==> src/sv/pbg_pkg.sv <==
// Shared types, constants and helpers for the packed RAW10 Bayer to gray block.
package pbg_pkg;

  localparam int unsigned PIX_W           = 10;
  localparam int unsigned GRAY_W          = 8;
  localparam int unsigned PPK             = 4;
  localparam int unsigned PACK_W          = PIX_W * PPK;
  localparam int unsigned WP_W            = 10;
  localparam int unsigned HR_W            = 12;
  localparam int unsigned TOT_W           = WP_W + HR_W;
  localparam int unsigned CFG_IDX_W       = 2;
  localparam int unsigned CFG_DATA_W      = 12;
  localparam int unsigned MAX_WIDTH_PACKS_DEF = 512;
  localparam int unsigned MAX_HEIGHT_DEF  = 2048;

  localparam logic [WP_W-1:0] WP_RST = WP_W'(364);
  localparam logic [HR_W-1:0] HR_RST = HR_W'(1088);

  // Neighbor sum and divide-by-three reciprocal
  localparam int unsigned SUM_W   = PIX_W + 2;
  localparam int unsigned DIV3_W  = 12;
  localparam int unsigned PROD_W  = SUM_W + DIV3_W;
  localparam int unsigned DIV3_SH = 13;
  localparam logic [DIV3_W-1:0] DIV3_MUL = DIV3_W'(2731);

  localparam logic OP_DATA  = 1'b0;
  localparam logic OP_DRAIN = 1'b1;

  typedef enum logic [CFG_IDX_W-1:0] {
    CFG_WIDTH_PACKS = 2'd0,
    CFG_HEIGHT_ROWS = 2'd1
  } cfg_reg_e;

  typedef enum logic [2:0] {
    SQ_IDLE,
    SQ_RD_C,
    SQ_RD_L,
    SQ_RD_R,
    SQ_RD_U,
    SQ_CAP,
    SQ_EMIT
  } seq_e;

  typedef struct packed {
    logic nb_left;
    logic nb_right;
    logic nb_up;
    logic nb_down;
  } nbr_mask_t;

  function automatic logic [PIX_W-1:0] pack_pix(input logic [PACK_W-1:0] p,
                                                input logic [1:0] k);
    return p[PACK_W - 1 - PIX_W * k -: PIX_W];
  endfunction

endpackage

==> src/sv/pbg_lane.sv <==
// One pixel lane: green pass-through or truncated mean of in-bounds neighbors.
module pbg_lane import pbg_pkg::*; (
  input  logic [PIX_W-1:0]  cen_i,
  input  logic [PIX_W-1:0]  lft_i,
  input  logic [PIX_W-1:0]  rgt_i,
  input  logic [PIX_W-1:0]  up_i,
  input  logic [PIX_W-1:0]  dn_i,
  input  nbr_mask_t         mask_i,
  input  logic              green_i,
  output logic [GRAY_W-1:0] gray_o
);

  logic [SUM_W-1:0]  sum;
  logic [2:0]        cnt;
  logic [PROD_W-1:0] prod;
  logic [PIX_W-1:0]  mean;
  logic [PIX_W-1:0]  val;

  assign sum = ({SUM_W{mask_i.nb_left}}  & SUM_W'(lft_i)) +
               ({SUM_W{mask_i.nb_right}} & SUM_W'(rgt_i)) +
               ({SUM_W{mask_i.nb_up}}    & SUM_W'(up_i)) +
               ({SUM_W{mask_i.nb_down}}  & SUM_W'(dn_i));

  assign cnt  = 3'($countones(mask_i));
  assign prod = PROD_W'(sum) * PROD_W'(DIV3_MUL);

  always_comb begin
    case (cnt)
      3'd1:    mean = PIX_W'(sum);
      3'd2:    mean = PIX_W'(sum >> 1);
      3'd3:    mean = prod[DIV3_SH +: PIX_W];
      3'd4:    mean = PIX_W'(sum >> 2);
      default: mean = cen_i;
    endcase
  end

  assign val    = (green_i || (cnt == 3'd0)) ? cen_i : mean;
  assign gray_o = val[PIX_W-1 -: GRAY_W];

endmodule

==> config.mk <==
export PLATFORM = sky130hd
export DESIGN_NAME = pbg_lane
export DESIGN_NICKNAME = d
export VERILOG_FILES = /design/src/sv/pbg_pkg.sv /design/src/sv/pbg_lane.sv
export SDC_FILE = /design/constraint.sdc
export NUM_CORES = 1
export LEC_CHECK = 0
export ABC_AREA = 1
export ABC_CLOCK_PERIOD_IN_PS = 10300
export BUFFER_PORTS_ARGS = -buffer_cell sky130_fd_sc_hd__buf_4
export CORE_MARGIN = 1
export CORE_UTILIZATION = 55
export DETAILED_ROUTE_END_ITERATION = 6
export GPL_TIMING_DRIVEN = 0
export PLACE_DENSITY = 0.84
export SYNTH_ARGS = -nofsm -noshare
export SYNTH_HDL_FRONTEND = slang
export SYNTH_SLANG_ARGS = --single-unit
==> constraint.sdc <==
create_clock -name vclk -period 10.3
set_clock_uncertainty 0.15 [all_clocks]
set_input_delay 2.06 -clock vclk [all_inputs]
set_output_delay 2.06 -clock vclk [all_outputs]
set_load 0.02 [all_outputs]
After elaboration in Yosys (flattened, before gate mapping)
Cells that the tools add are included.

word-level totals
  bits of input ports = 55
  bits in registers = 0

cells by class
  bitwise operators = 4
  add/sub/neg operators = 6
  multipliers = 1
  reductions and logical operators = 2
  multiplexer cells = 2
  eq/ne operators = 4

operators with widths
  cell                      number
  $and A12 B10 Y12          4
  $pmux W10 S4              1
  $add A12 B12 Y12          3
  $mul A12 B12 Y23 const B  1
  $mux W10                  1
  $eq A3 B2 Y1 const B      2
  $add A1 B1 Y2             2
  $add A2 B2 Y3             1
  $eq A3 B1 Y1 const B      1
  $eq A3 B3 Y1 const B      1
  $logic_not A3 Y1          1
  $logic_or A1 B1 Y1        1

Depth between registers and ports, before layout
Gate-level depths: netlist of the first run.

  word-level depth = 7
  depth in mapped cells = 39
  mapped depth without buffers = 38

Worst setup path before layout of the first run
No wires, ideal clock.

  path type = input to output
  start point = input mask_i[3] (netlist bit)
  end point = output gray_o[5]
  cell stages on the path = 34
  path slack = -0.312 ns
  arrival = 8.402 ns
  cells stage by stage = clkbuf_1 > nand2_1 > inv_1 > fa_1 > inv_1 > fa_1 > inv_1 > ha_1 > fa_1 > nand2_1 > inv_1 > nor2_1 > ha_1 > inv_1 > fa_1 > fa_1 > inv_1 > fa_1 > inv_1 > fa_1 > inv_1 > ha_1 > nand2_1 > inv_1 > nand2_1 > and2_1 > nor2_1 > nor2_1 > nand2_1 > nand2_1 > nand2_1 > nand2_1 > nand3_1 > a21oi_1

on the way
  word-level cells in the longest chain between the ends = 7
  elaborated cells between the ends (all ways) = 15
  those cells by class = add/sub (5); mul (1); eq/ne (4); mux (2); bitwise (1); reduce/logical (2)

ends and longest elaborated chain
  element           line            text
  start, declared   pbg_lane.sv:8   input nbr_mask_t mask_i,
  $and A12 B10 Y12  pbg_lane.sv:19  assign sum = ({SUM_W{mask_i.nb_left}} & SUM_W'(lft_i)) +
  $add A12 B12 Y12  pbg_lane.sv:19
  $add A12 B12 Y12  pbg_lane.sv:20  ({SUM_W{mask_i.nb_right}} & SUM_W'(rgt_i)) +
  $add A12 B12 Y12  pbg_lane.sv:21  ({SUM_W{mask_i.nb_up}} & SUM_W'(up_i)) +
  $mul A12 B12 Y23  pbg_lane.sv:25  assign prod = PROD_W'(sum) * PROD_W'(DIV3_MUL);
  $pmux W10 S4      pbg_lane.sv:28  case (cnt)
  $mux W10 (*)      pbg_lane.sv:37  assign val = (green_i || (cnt == 3'd0)) ? cen_i : mean;
  end, declared     pbg_lane.sv:10  output logic [GRAY_W-1:0] gray_o

Mark *: on every way between the ends. The rest lies on a longest branch, timed or not.

Final worst setup path of the first run
  start point = input mask_i[3] (netlist bit)
  end point = output gray_o[6]

The elaborated chain is that of the path after synthesis.

==> results.md, run 1 <==
* Die area at 0.00863 mm²
* Min-Delay Path Depth at 4
* Unrepaired setup endpoints after global routing: true
* Synth top area share at 24.7%
* Layout cells sized above 1 at 37.7%
* Critical Path Start Type: input port
* Per-cell routed wire length at 21.7 µm
* Max FO, Critical Path at 11
* Fin worst setup slack at -516 ps
* Clkbuf count at 0
* WL final at about 19 mm
* Hold Vio Cnt, Final at 0
* CTS Hold Buffers Added at 0
* Sequential cells at 0
* I/O Buffers at 61
* Largest net degree at the start of global routing at 12
* Iter 0 DRT Violations at 498
* Worst hold slack at 4330 ps
* Final routed DRC violation total at 0
* Hold path endpoint: gray_o[7]
* Final slew viol count at 9
* I/O pins at 63
* Fmax at 92.5 MHz
* Post-Syn Nets at 867
* Number of global-route vias before repair at 5061
* Vias at 5394
* Period utilization at 105%
* Rel. slew slack at -1.88%
* Fin nets at 977
* Final Setup Violations at 8
* Violated checks: max-capacitance violations, max-slew violations, negative setup slack
* Worst Tran Pin Value at about 1500 ps
* Register area share after synthesis at 0%
* Biggest cell delay along the critical path at 590 ps
* Row cnt at 32
* Core area at 0.00785 mm²
* Diode count at 0
* Distinct cell type count of the synthesized netlist at 40
* Die span in x at a little over 90 µm
* XOR/XNOR share of the synthesized area at under 10%
* Netlist Area Pre-Place at 0.00454 mm²
* GRT Resource Usage Total at 34.7%
* P&R area growth vs syn at 43.1%
* Gr ovfl total at 0
* Cell taking the most area after synthesis: fa_1
* Initial antenna violation count at 0
* Reg area at 0 µm²
* Max Cap Viol at 1
* Initial core utilization at 57.9%
* Synth Area per Inst at 6.78 µm²
* Vias per cell at ~6
* Status: finished, violations left
* Simple-Gate Fraction of Synth Area at 26.2%
* DP HPWL at 10.1 mm
* CP endpoint kind: output port
* Setup CP Type: in -> out
* First-pass GRT wire length at about 24 mm
* WP data arrival at 8610 ps
* Synth Area in Compound Gates at approximately 7.5%
* Critical path's slowest cell: fa_1
* Worst hold path type: in -> out
* Syn. warnings at 0
* Adder-cell share of the synthesized area at 48.4%
* Die H at slightly above 90 µm
* GPL Wtd Cong at 1.05
* Top cells by area, synth: fa_1 (25%), ha_1 (24%), inv_1 (15%)
* Worst EP required at 8090 ps
* CP startpoint: mask_i[3]
* Tmin final at between 10000 and 15000 ps
* DR pass1 iterations at 6
* Largest family of logic cells by synthesized area: adder cells
* Final ANT Viol Nets at 0
* Mapped Cells at 670
* Multiplexer area fraction after synthesis at 0%
* HP Start: cen_i[9]
[through the flow]
step / setup slack (ps) / instance area, µm² / TNS (ps) / utilization [%] / instances
final: -516 / 6500 / -3540 / 82.8 / 880
after global routing: -676 / 6500 / -4700 / 82.8 / 880
after CTS: -77.8 / 6010 / -343 / 76.5 / 858
after detailed placement: -979 / 5210 / -6470 / 66.4 / 833
after global placement: -864 / 5210 / -5570 / 66.4 / 833
after floorplan: 3.18 / 4630 / 0 / - / 670
[synthesized netlist by cell type, drive strengths merged]
cell    count
a211oi      1
a21boi      1
a21o        1
a21oi      31
a22oi       1
a31o        3
and2        1
buf         1
clkbuf      4
fa         56
ha         86
inv       185
nand2     155
nand3      33
nand3b      3
nand4       6
nor2       64
nor3        7
nor3b       1
nor4        1
o211ai      3
o21ai      11
o21bai      3
o221ai      1
or2         1
xnor2       5
xor2        5
[worst max path at each step]
stage                 to  cells past startpoint
4_1_cts        gray_o[7]                     34
5_1_grt        gray_o[7]                     38
3_3_place_gp   gray_o[6]                     32
6_report       gray_o[6]                     31
2_1_floorplan  gray_o[5]                     37
3_5_place_dp   gray_o[6]                     32
[critical path: cells and delay by family]
family          cells  cell delay, ps
simple gates       14            1820
fa+ha+maj           8            3760
compound gates      1             200
buf+inv             8             750
[layout by cell type, fill, tap and decap left out, types with 19 or more instances in the layout]
master,n
buf_4,104
fa_1,53
ha_1,57
ha_4,29
inv_1,155
inv_2,25
nand2_1,108
nand2_2,28
nand3_1,19
nor2_1,35
[final cells by class]
cell class                      instances  area (µm²)
Fill cell                             376        1350
Multi-Input combinational cell        480        4740
Timing Repair Buffer                  112         905
Buffer                                  1        5.00
Tap cell                              102         128
Inverter                              185         719
[kinds of logic (layout without fill, tap and decap cells)]
| logic type | count (synthesis) | in the layout |
|---|---|---|
| AO/OA/AOI/OAI | 56 | 56 |
| XOR/XNOR | 10 | 10 |
| adder cells (fa/ha/maj) | 142 | 142 |
| buffers and inverters | 190 | 298 |
| AND/OR/NAND/NOR | 272 | 272 |
[what timing repair did]
action | in CTS | in global routing
gates resized for setup | 112 | 87
setup endpoints to repair | 8 | 8
setup buffers | 27 | 23
pin swaps | 66 | 64
hold endpoints to repair | 0 | 0
gates cloned | 1 | 0
[per-layer routing]
metal | routed length [µm] | track usage (%) | vias to the layer above
met1 | 6330 | 38.7 | 2493
met2 | 8730 | 64.5 | 451
met4 | 2020 | 17.1 | 0
li1 | - | - | 2260
met5 | 0 | 0 | -
met3 | 2040 | 4.02 | 190
Power of run 1 is not shown: default switching activity piles up to over one toggle a cycle in this logic, so the estimate is an artifact.
==> inputs of run 2 (changes only) <==
ABC_CLOCK_PERIOD_IN_PS = 9400   (was 10300)
BUFFER_PORTS_ARGS = -buffer_cell sky130_fd_sc_hd__buf_2   (was -buffer_cell sky130_fd_sc_hd__buf_4)
CORE_MARGIN = not set   (was 1)
clock period = 9.4 ns   (was 10.3 ns; I/O delays follow)
==> results.md, run 2 (same netlist as run 1, synthesis figures left out) <==
* Critical Path Start Type: input port (unchanged)
* WP data arrival at 8410 ps (was 8610 ps)
* Layout fillers at 443 (was 376)
* Dpl ws at -1150 ps (was -979 ps)
* First-pass GRT wire length at 23.5 mm (was 23.6 mm)
* Worst hold path type: in -> out (unchanged)
* Initial antenna violation count at 0 (unchanged)
* CP endpoint kind: output port (unchanged)
* Die H at 92.9 µm (unchanged)
* Hold Vio Cnt, Final at 0 (unchanged)
* Clkbuf count at 0 (unchanged)
* Worst path most repeated cell: fa_1
* Fin nets at 976 (was 977)
* Period utilization at 111%
* Worst hold slack at 3960 ps (was 4330 ps)
* Iter 0 DRT Violations at 380 (was 498)
* Min-Delay Path Depth at 4 (unchanged)
* Max Cap Viol at 0 (was 1)
* Violated checks: negative setup slack (was max-capacitance violations, max-slew violations, negative setup slack)
* Reg area at 0 µm² (unchanged)
* Final ANT Viol Nets at 0 (unchanged)
* Final routed DRC violation total at 0 (unchanged)
* Setup CP Type: in -> out (unchanged)
* Worst Tran Pin Value at 1450 ps (was 1520 ps)
* P&R area growth vs syn at 40.4% (was 43.1%)
* Worst EP required at 7370 ps (was 8090 ps)
* Design Area, Final at 0.00638 mm² (was 0.00650 mm²)
* Final Setup Violations at 8 (unchanged)
* Fin util at 81.3% (was 82.8%)
* Gr ovfl total at 0 (unchanged)
* Row cnt at 32 (unchanged)
* DP Area at 0.00537 mm² (was 0.00521 mm²)
* Tmin final at between 10000 and 15000 ps
* HP Start: cen_i[4] (was cen_i[9])
* GPL Wtd Cong at 1.05 (about the same)
* Initial core utilization at 57.9% (unchanged)
* Die span in x at 92.9 µm (unchanged)
* Status: finished, violations left (unchanged)
* Diode count at 0 (unchanged)
* Rel. slew slack at 2.39% (was -1.88%)
* Per-cell routed wire length at 19.5 µm (was 21.7 µm)
* Largest net degree at the start of global routing at 12 (unchanged)
* Die area at 0.00863 mm² (unchanged)
* WL final at 17.2 mm (was 19.1 mm)
* Critical path's slowest cell: fa_1 (unchanged)
* I/O pins at 63 (unchanged)
* Vias at 5240 (was 5394)
* DR pass1 iterations at 5 (was 6)
* Most frequent cells in the layout: inv_1 (158), nand2_1 (116), ha_1 (56) (was inv_1 (155), nand2_1 (108), buf_4 (104))
* Fmax at 95.7 MHz
* Layout cells sized above 1 at 35.9% (was 37.7%)
* I/O Buffers at 61 (unchanged)
* Core area at 0.00785 mm² (unchanged)
* Vias per cell at 5.96 (was 6.13)
* Sequential cells at 0 (unchanged)
* Fin worst setup slack at -1040 ps (was -516 ps)
* DP HPWL at 10.4 mm (was 10.1 mm)
* Unrepaired setup endpoints after global routing: true (unchanged)
* Number of global-route vias before repair at 5194 (was 5061)
* Most common cell after layout, fill and taps aside: inv_1 (unchanged)
* Biggest cell delay along the critical path at 560 ps (was 590 ps)
* Final slew viol count at 0 (was 9)
* CP startpoint: mask_i[3] (unchanged)
* GRT Resource Usage Total at 34.5% (was 34.7%)
* Max FO, Critical Path at 5 (was 11)
-- run 2: cell count changes in the layout (fill, tap and decap cells not counted), sizes merged --
cell,change
buf,-4
bufbuf,+1
clkbuf,+2
-- run 2: metal layers --
metal | GRT usage [%] | vias up | share of wire (%)
li1 | - | 2271 | -
met3 | 4.93 | 155 | 7.7
met4 | 17.6 | 0 | 8.7
met1 | 36.1 | 2433 | 34
met5 | 0 | - | 0
met2 | 66.0 | 381 | 49
-- run 2: final cells by class --
class	instances	area, µm²	share of cell area, %
Buffer	2	8.76	0.137
Multi-Input combinational cell	480	4690	73.5
Tap cell	102	128	2.00
Timing Repair Buffer	110	841	13.2
Inverter	185	712	11.2
-- run 2: through the flow --
stage	setup TNS (ps)	std cells
2_1_floorplan	-1000	670
3_3_place_gp	-6780	833
3_5_place_dp	-7920	833
4_1_cts	-4650	858
5_1_grt	-8790	879
6_report	-7480	879
-- run 2: critical path: cells and delay by family --
kind | cells | cell delay [ps]
compound gates | 1 | 190
fa+ha+maj | 8 | 3600
buf+inv | 9 | 840
simple gates | 15 | 1930
-- run 2: final timing paths --
check  slack (ps)        end
max         -1040  gray_o[6]
min          3960  gray_o[2]
-- run 2: repair_timing --
action	4_1_cts	5_1_grt
hold endpoints to repair	0	0
hold buffers	0	0
cloned	1	1
pin swaps	55	53
endpoints found under the setup margin	8	8
gates resized for setup	92	52
buffers inserted	27	20
Power of run 2 is left out for the same reason.
